**src/rtl/spr_pkg.sv**
```systemverilog
// ----------------------------------------------------------------------------
// spr_pkg: shared types and constants of the sparse PageRank engine
// Opcodes, register indexes, status codes, divider request and response.
// ----------------------------------------------------------------------------
`timescale 1ns / 1ps
`default_nettype none
package spr_pkg;

    localparam int MAX_NODES = 1024;
    localparam int MAX_EDGES = 8192;
    localparam int NODE_W    = 10;
    localparam int NCNT_W    = 11;
    localparam int EDGE_AW   = 13;
    localparam int ECNT_W    = 14;
    localparam int DIV_W     = 48;
    localparam int DVS_W     = 14;

    typedef enum logic [1:0] {
        OP_LOAD  = 2'd0,
        OP_RUN   = 2'd1,
        OP_READ  = 2'd2,
        OP_CLEAR = 2'd3
    } t_op;

    typedef enum logic [2:0] {
        REG_NODES = 3'd0,
        REG_DAMP  = 3'd1,
        REG_TOL   = 3'd2,
        REG_MAXIT = 3'd3,
        REG_MODE  = 3'd4
    } t_reg;

    typedef enum logic [1:0] {
        ST_OK     = 2'd0,
        ST_REJECT = 2'd1,
        ST_CAP    = 2'd2
    } t_status;

    // request to the shared divider; short_div takes a 32-bit dividend
    typedef struct packed {
        logic               start;
        logic               short_div;
        logic [DIV_W-1:0]   dividend;
        logic [DVS_W-1:0]   divisor;
    } t_div_req;

    typedef struct packed {
        logic               done;
        logic [DIV_W-1:0]   quot;
    } t_div_rsp;

    function automatic logic [31:0] sat32(input logic [DIV_W-1:0] x);
        return (|x[DIV_W-1:32]) ? 32'hFFFF_FFFF : x[31:0];
    endfunction

endpackage
`default_nettype wire

```
**src/rtl/spr_div.sv**
```systemverilog
// ----------------------------------------------------------------------------
// spr_div: shared restoring divider
// One quotient bit per cycle; the quotient has 32 bits for a short dividend, 48 otherwise.
// ----------------------------------------------------------------------------
`timescale 1ns / 1ps
`default_nettype none
module spr_div (
    input  wire               i_clk,
    input  wire               i_rst_n,
    input  spr_pkg::t_div_req i_req,
    output spr_pkg::t_div_rsp o_rsp
);
    localparam int DW = spr_pkg::DIV_W;
    localparam int VW = spr_pkg::DVS_W;

    logic          r_busy;
    logic          r_done;
    logic          r_short;
    logic [5:0]    r_cnt;
    logic [DW-1:0] r_q;
    logic [VW-1:0] r_rem;
    logic [VW-1:0] r_dvs;

    logic [VW:0]   rem_sh;
    logic          ge;
    logic [VW:0]   rem_nx;

    // one restoring step
    always_comb begin
        rem_sh = {r_rem, r_q[DW-1]};
        ge     = rem_sh >= {1'b0, r_dvs};
        rem_nx = ge ? rem_sh - {1'b0, r_dvs} : rem_sh;
    end

    always_ff @(posedge i_clk) begin
        if (!i_rst_n) begin
            r_busy <= 1'b0;
            r_done <= 1'b0;
        end else begin
            r_done <= 1'b0;
            if (i_req.start) begin
                r_busy  <= 1'b1;
                r_short <= i_req.short_div;
                r_q     <= i_req.short_div ? {i_req.dividend[31:0], 16'b0} : i_req.dividend;
                r_cnt   <= i_req.short_div ? 6'd31 : 6'(DW - 1);
                r_rem   <= '0;
                r_dvs   <= i_req.divisor;
            end else if (r_busy) begin
                r_q   <= {r_q[DW-2:0], ge};
                r_rem <= rem_nx[VW-1:0];
                if (r_cnt == 6'd0) begin
                    r_busy <= 1'b0;
                    r_done <= 1'b1;
                end else begin
                    r_cnt <= r_cnt - 6'd1;
                end
            end
        end
    end

    assign o_rsp.done = r_done;
    assign o_rsp.quot = r_short ? {16'b0, r_q[31:0]} : r_q;
endmodule
`default_nettype wire

```
**config.mk**
```make
export PLATFORM = sky130hd
export DESIGN_NAME = spr_div
export DESIGN_NICKNAME = d
export VERILOG_FILES = /design/src/rtl/spr_pkg.sv /design/src/rtl/spr_div.sv
export SDC_FILE = /design/constraint.sdc
export NUM_CORES = 1
export LEC_CHECK = 0
export ABC_CLOCK_PERIOD_IN_PS = 7300
export BUFFER_PORTS_ARGS = -buffer_cell sky130_fd_sc_hd__buf_4
export CELL_PAD_IN_SITES_DETAIL_PLACEMENT = 0
export CELL_PAD_IN_SITES_GLOBAL_PLACEMENT = 1
export CORE_AREA = 2 2 108 110
export CTS_CLUSTER_DIAMETER = 100
export DETAILED_ROUTE_END_ITERATION = 8
export DIE_AREA = 0 0 110 112
export PLACE_DENSITY_LB_ADDON = 0.12
export SKIP_CTS_REPAIR_TIMING = 1
export SLEW_MARGIN = 15
export SYNTH_ARGS = -nofsm -noshare
export SYNTH_HDL_FRONTEND = slang
export SYNTH_SLANG_ARGS = --single-unit
```
**constraint.sdc**
```tcl
create_clock -name i_clk -period 7.3 [get_ports i_clk]
set_input_delay 0.365 -clock i_clk [delete_from_list [all_inputs] [get_ports i_clk]]
set_output_delay 0.365 -clock i_clk [all_outputs]
set_load 0.005 [all_outputs]
```
# Word level (Yosys, flattened, before mapping)
# Index checks and enable logic that the tools add are counted.
# totals
ff_bits,85
word_cells,33
# classes
n_addsub,2
order_cmp,1
eq_ne,1
mux,14
bitwise_logic,2
reduce_logical,6
# ops
cell,count
48-bit 2-to-1 mux,4
14-bit 2-to-1 mux,2
6-bit 2-to-1 mux,4
15-bit by 14-bit greater-or-equal comparator with 1-bit output,1
14-bit subtractor,1
6-bit logical NOT,1
"6-bit by 1-bit subtractor with 6-bit output, second input constant",1
1-bit 2-to-1 mux,4
2-bit AND reduction,2
3-bit AND reduction,1
3-bit OR reduction,1
"2-bit != test, second input constant",1
1-bit NOT,2
2-bit nonzero test,1

# Longest topological paths before layout
# depth
word_depth,4
ltp_mapped,11
ltp_nobuf,10

# Least setup slack after synthesis
# OpenSTA, ideal clock, no wires.
# synth_timing
path_type,input to register
start,in i_req[63] in the netlist's numbering
end,"reg r_cnt[0], enable pin"
setup_ns,0.324
t_arrival_ns,2.516
required_ns,6.976
path_slack_ns,4.460
cell_stages,3
path_cell_list,clkbuf_1 > o21a_1 > o41a_1
# synth_via
elab_chain_cells,2
elab_cells_between_ends,3
cone_classes,1 x eq/ne; 2 x reduce/logical
# synth_rtl
item,line,source
from (decl),spr_div.sv:10,"input spr_pkg::t_div_req i_req,"
2-bit != test (no line) / 2-bit nonzero test (equally long branches),--,
3-bit AND reduction (no line) *,--,
to (signal assigned),spr_div.sv:45,r_cnt <= i_req.short_div ? 6'd31 : 6'(DW - 1);
to (signal assigned),spr_div.sv:55,r_cnt <= r_cnt - 6'd1;
to (decl),spr_div.sv:19,logic [5:0] r_cnt;
# Mark *: on every way between the ends. The rest lies on a longest branch, timed or not.
# A chain may end at the register's enable or synchronous reset.

# Final worst setup path
# layout_timing
start,reg r_rem[7]
end,reg r_rem[13] (data pin)
# layout_via
elab_chain_cells,3
elab_cells_between_ends,4
cone_classes,1 x add/sub; 1 x order compare; 2 x mux
# layout_rtl
item,line,source
from (decl),spr_div.sv:21,logic [VW-1:0] r_rem;
from (signal assigned),spr_div.sv:50,r_rem <= rem_nx[VW-1:0];
14-bit subtractor / 15-bit by 14-bit greater-or-equal comparator with 1-bit output (equally long branches),"spr_div.sv:32, spr_div.sv:31",
14-bit 2-to-1 mux *,spr_div.sv:32,"rem_nx = ge ? rem_sh - {1'b0, r_dvs} : rem_sh;"
14-bit 2-to-1 mux *,spr_div.sv:48,end else if (r_busy) begin
# Mark *: on every way between the ends. The rest lies on a longest branch, timed or not. The select of a mux whose other input is x is not followed.

==> run_results.csv <==
group,metric,value,unit
outcome,run_status,"finished, final reports clean",
cells_and_area,fin_nets,605,
yosys,ys_seq_elements,85,
placed_design,gp_congestion,0.7913,
drt,routed-wl-met2,6072,um
job,max_cap_viol_count,0,
power_and_ir_drop,power_density,229.7,nW/um^2
drt,num_vias,3665,
global_route,grt_overflow,0,
global_route,grt_max_degree,79,
floorplan,fp.dieW,110,um
power_and_ir_drop,ir_worst_vdd,0.1039,mV
placed_design,port_buffers,114,
clock_tree,cts_htree_levels,3,
timing,max_freq,0.3370,GHz
cells_and_area,num_antenna_cells,0,
yosys,syn-cell-area,5019,um^2
drt,ant_nets,0,
timing,slew_viol_final,0,
worst_setup_path,worstSetupEndpoint,"r_rem[13]$_SDFFCE_PP0P_",
worst_setup_path,critPathKind,"reg -> reg",
power_and_ir_drop,p_int,0.9894,mW
worst_setup_path,crit_path_start,"r_rem[7]$_SDFFCE_PP0P_",
power_and_ir_drop,p_sw_share,28.36,%
worst_setup_path,cp.arrival,3130,ps
clock_tree,clk_path_buf_depth,2,
drt,post-route-drc-count,0,
worst_setup_path,worst_r2r_path_depth,7,
drt,routed_wl,12270,um
yosys,synth_cells,452,
global_route,grt_pass1_vias,3834,
floorplan,coreArea,11170,um^2
cells_and_area,final_cell_area,6012,um^2
power_and_ir_drop,clkPwrFrac,34.6,%
drt,routed.top_layer,"met4",
global_route,grt_usage,20.74,%
timing,period_needed,2967,ps
floorplan,start_util,44.91,%
cells_and_area,layout_common_cells,"115 x buf_4, 83 x edfxtp_1, 49 x a21oi_1, 41 x nor2_1, 32 x mux2i_1",
yosys,synthTopCellsByArea,"edfxtp_1 50%, mux2i_1 6.4%, buf_4 4.9%, a21oi_1 4.9%, ha_1 4.0%",
power_and_ir_drop,pwr-share-comb,21.5,%
drt,wl_met3,787,um
drt,wire_per_inst,18.31,um
power_and_ir_drop,leakagePower,2.460,nW
cells_and_area,syn_to_final_growth,19.80,%
yosys,synthesis.nets,535,
floorplan,die_area,12320,um^2
clock_tree,cts_num_sinks,85,
timing,hold_viol,0,
global_route,antenna_found_initial,0,
cells_and_area,drive_gt1_share,28.65,%
worst_setup_path,crit_path_start_kind,"register",
drt,via_per_inst,5.470,
worst_setup_path,worstPathRequired,7470,ps
clock_tree,cts_root_buf,"clkbuf_16",
drt,first_pass_iters,4,
floorplan,die_y,112,um
worst_setup_path,critPathCaptureType,"register",
yosys,synth_edf_count,83,
drt,met1Wirelength,5198,um
yosys,yosysTopAreaCellShare,49.66,%
clock_tree,clock_latency,340,ps
placed_design,dp_hpwl,8620,um
yosys,avgSynthCellArea,11.10,um^2
worst_setup_path,rr_endpoint,"r_rem[13]$_SDFFCE_PP0P_",
floorplan,pin_count,115,
timing,setup_tns,0,ps
yosys,yosys_warnings,0,
clock_tree,path_clk_slew,70,ps
clock_tree,cts_buffers,9,
yosys,ys.flop_type,"edfxtp_1",
yosys,synthArstFlopShare,0,%
timing,skew,7.757,ps
global_route,grt_pass1_wl,19580,um
drt,drt_iter0_drc,160,
power_and_ir_drop,p_sw,0.3917,mW
cells_and_area,layout_commonest_cell,"buf_4",
power_and_ir_drop,p_seq_share,43.9,%
yosys,yosysTopAreaCell,"edfxtp_1",
worst_hold_path,min_path_type,"in -> reg",
timing,rsz0062_at_grt,"no",
worst_setup_path,worstPathMaxFanout,12,
timing,slew_headroom,40.08,%
yosys,yosysUniqueCellTypes,54,
timing,finalSetupViolCount,0,
worst_setup_path,r2r_slack,4330,ps
timing,tightest_slew,898.8,ps
floorplan,rows,39,
placed_design,placed_area,5703,um^2
timing,min_period_over_period,40.65,%
worst_setup_path,r2r_start,"r_rem[7]$_SDFFCE_PP0P_",
yosys,yosysSeqAreaShare,50.46,%
clock_tree,cts_tree,"yes",
==> power groups by stage <==
stage | clock (mW) | sequential, mW | combinational (mW)
3_5_place_dp | 0 | 0.616 | 0.299
3_3_place_gp | 0 | 0.616 | 0.293
2_1_floorplan | 0 | 0.608 | 0.217
6_report | 0.478 | 0.606 | 0.298
4_1_cts | 0.488 | 0.607 | 0.300
5_1_grt | 0.508 | 0.610 | 0.328
==> state kept, by name, summed over array words and instances (netlist names) <==
signal   flops
r_busy       1
r_done       1
r_cnt        6
r_dvs       14
r_q         48
r_rem       14
r_short      1
==> Yosys cell counts, drive strengths merged, types with 3 or more instances <==
master   n
and2     3
inv     18
nor3     5
a211o    3
a211oi   9
a22o    15
o21a     4
a21oi   53
nand3   14
nor2    42
a21o     7
clkbuf  12
o41a     3
nand2   14
ha      16
mux2i   32
xor2     5
buf     44
nand4    4
o211ai   9
xnor2    5
nand2b   3
nor2b   17
edfxtp  83
o21ai    9
==> worst max-delay path: stages (launching register included) <==
cell and delay (ps):
edfxtp_1 420, ha_1 440, and3_4 270, nand4_2 130, o41ai_1 560, a21o_1 490, nand3_2 180, o32ai_2 300
==> kinds of logic (layout without fill, tap and decap cells) <==
logic type	after synthesis	count (layout)	synth area share, %
flip-flops	85	85	50.46
AO/OA/AOI/OAI	122	122	17.25
adder cells (fa/ha/maj)	17	17	4.388
buffers and inverters	75	150	8.576
AND/OR/NAND/NOR	111	111	11.19
multiplexers	32	32	6.383
XOR/XNOR	10	10	1.745
==> metrics by stage <==
stage                     utilization [%]  cells  power [mW]  hold slack [ps]  setup WS [ps]
after floorplan                         -    452      0.8247            445.0           4460
after global placement              51.04    654      0.9096            472.7           3917
after detailed placement            51.04    654      0.9147            476.5           3704
after CTS                           53.78    670       1.394            189.2           4084
after global routing                53.80    670       1.447            183.5           4089
final                               53.80    670       1.381            198.2           4333
==> how the worst min path moves through the flow <==
stage	endpoint	cells after the start	startpoint	slack [ps]
3_3_place_gp	r_done$_SDFF_PP0_	2	r_busy$_SDFF_PN0_	470
3_5_place_dp	r_done$_SDFF_PP0_	2	r_busy$_SDFF_PN0_	480
6_report	r_dvs[6]$_DFFE_PP_	1	i_req[6]	200
5_1_grt	r_dvs[5]$_DFFE_PP_	1	i_req[5]	180
2_1_floorplan	r_done$_SDFF_PP0_	2	r_busy$_SDFF_PN0_	450
4_1_cts	r_dvs[5]$_DFFE_PP_	1	i_req[5]	190
==> area by class of cell <==
cell class	count	area [um^2]
flip-flops and latches	85	2532
clock inverters	7	81.33
repair buffers	115	863.3
fillers	1025	5162
inverters	19	71.32
clock buffers	9	225.2
multi-input cells	292	2059
well taps	143	178.9
==> metal layers <==
metal,vias to the layer above,track usage (%)
met5,-,0
met2,96,34.52
met4,0,6.329
met1,1770,25.74
li1,1783,-
met3,16,6.148
Note: power is estimated with default switching activity, not from simulation.
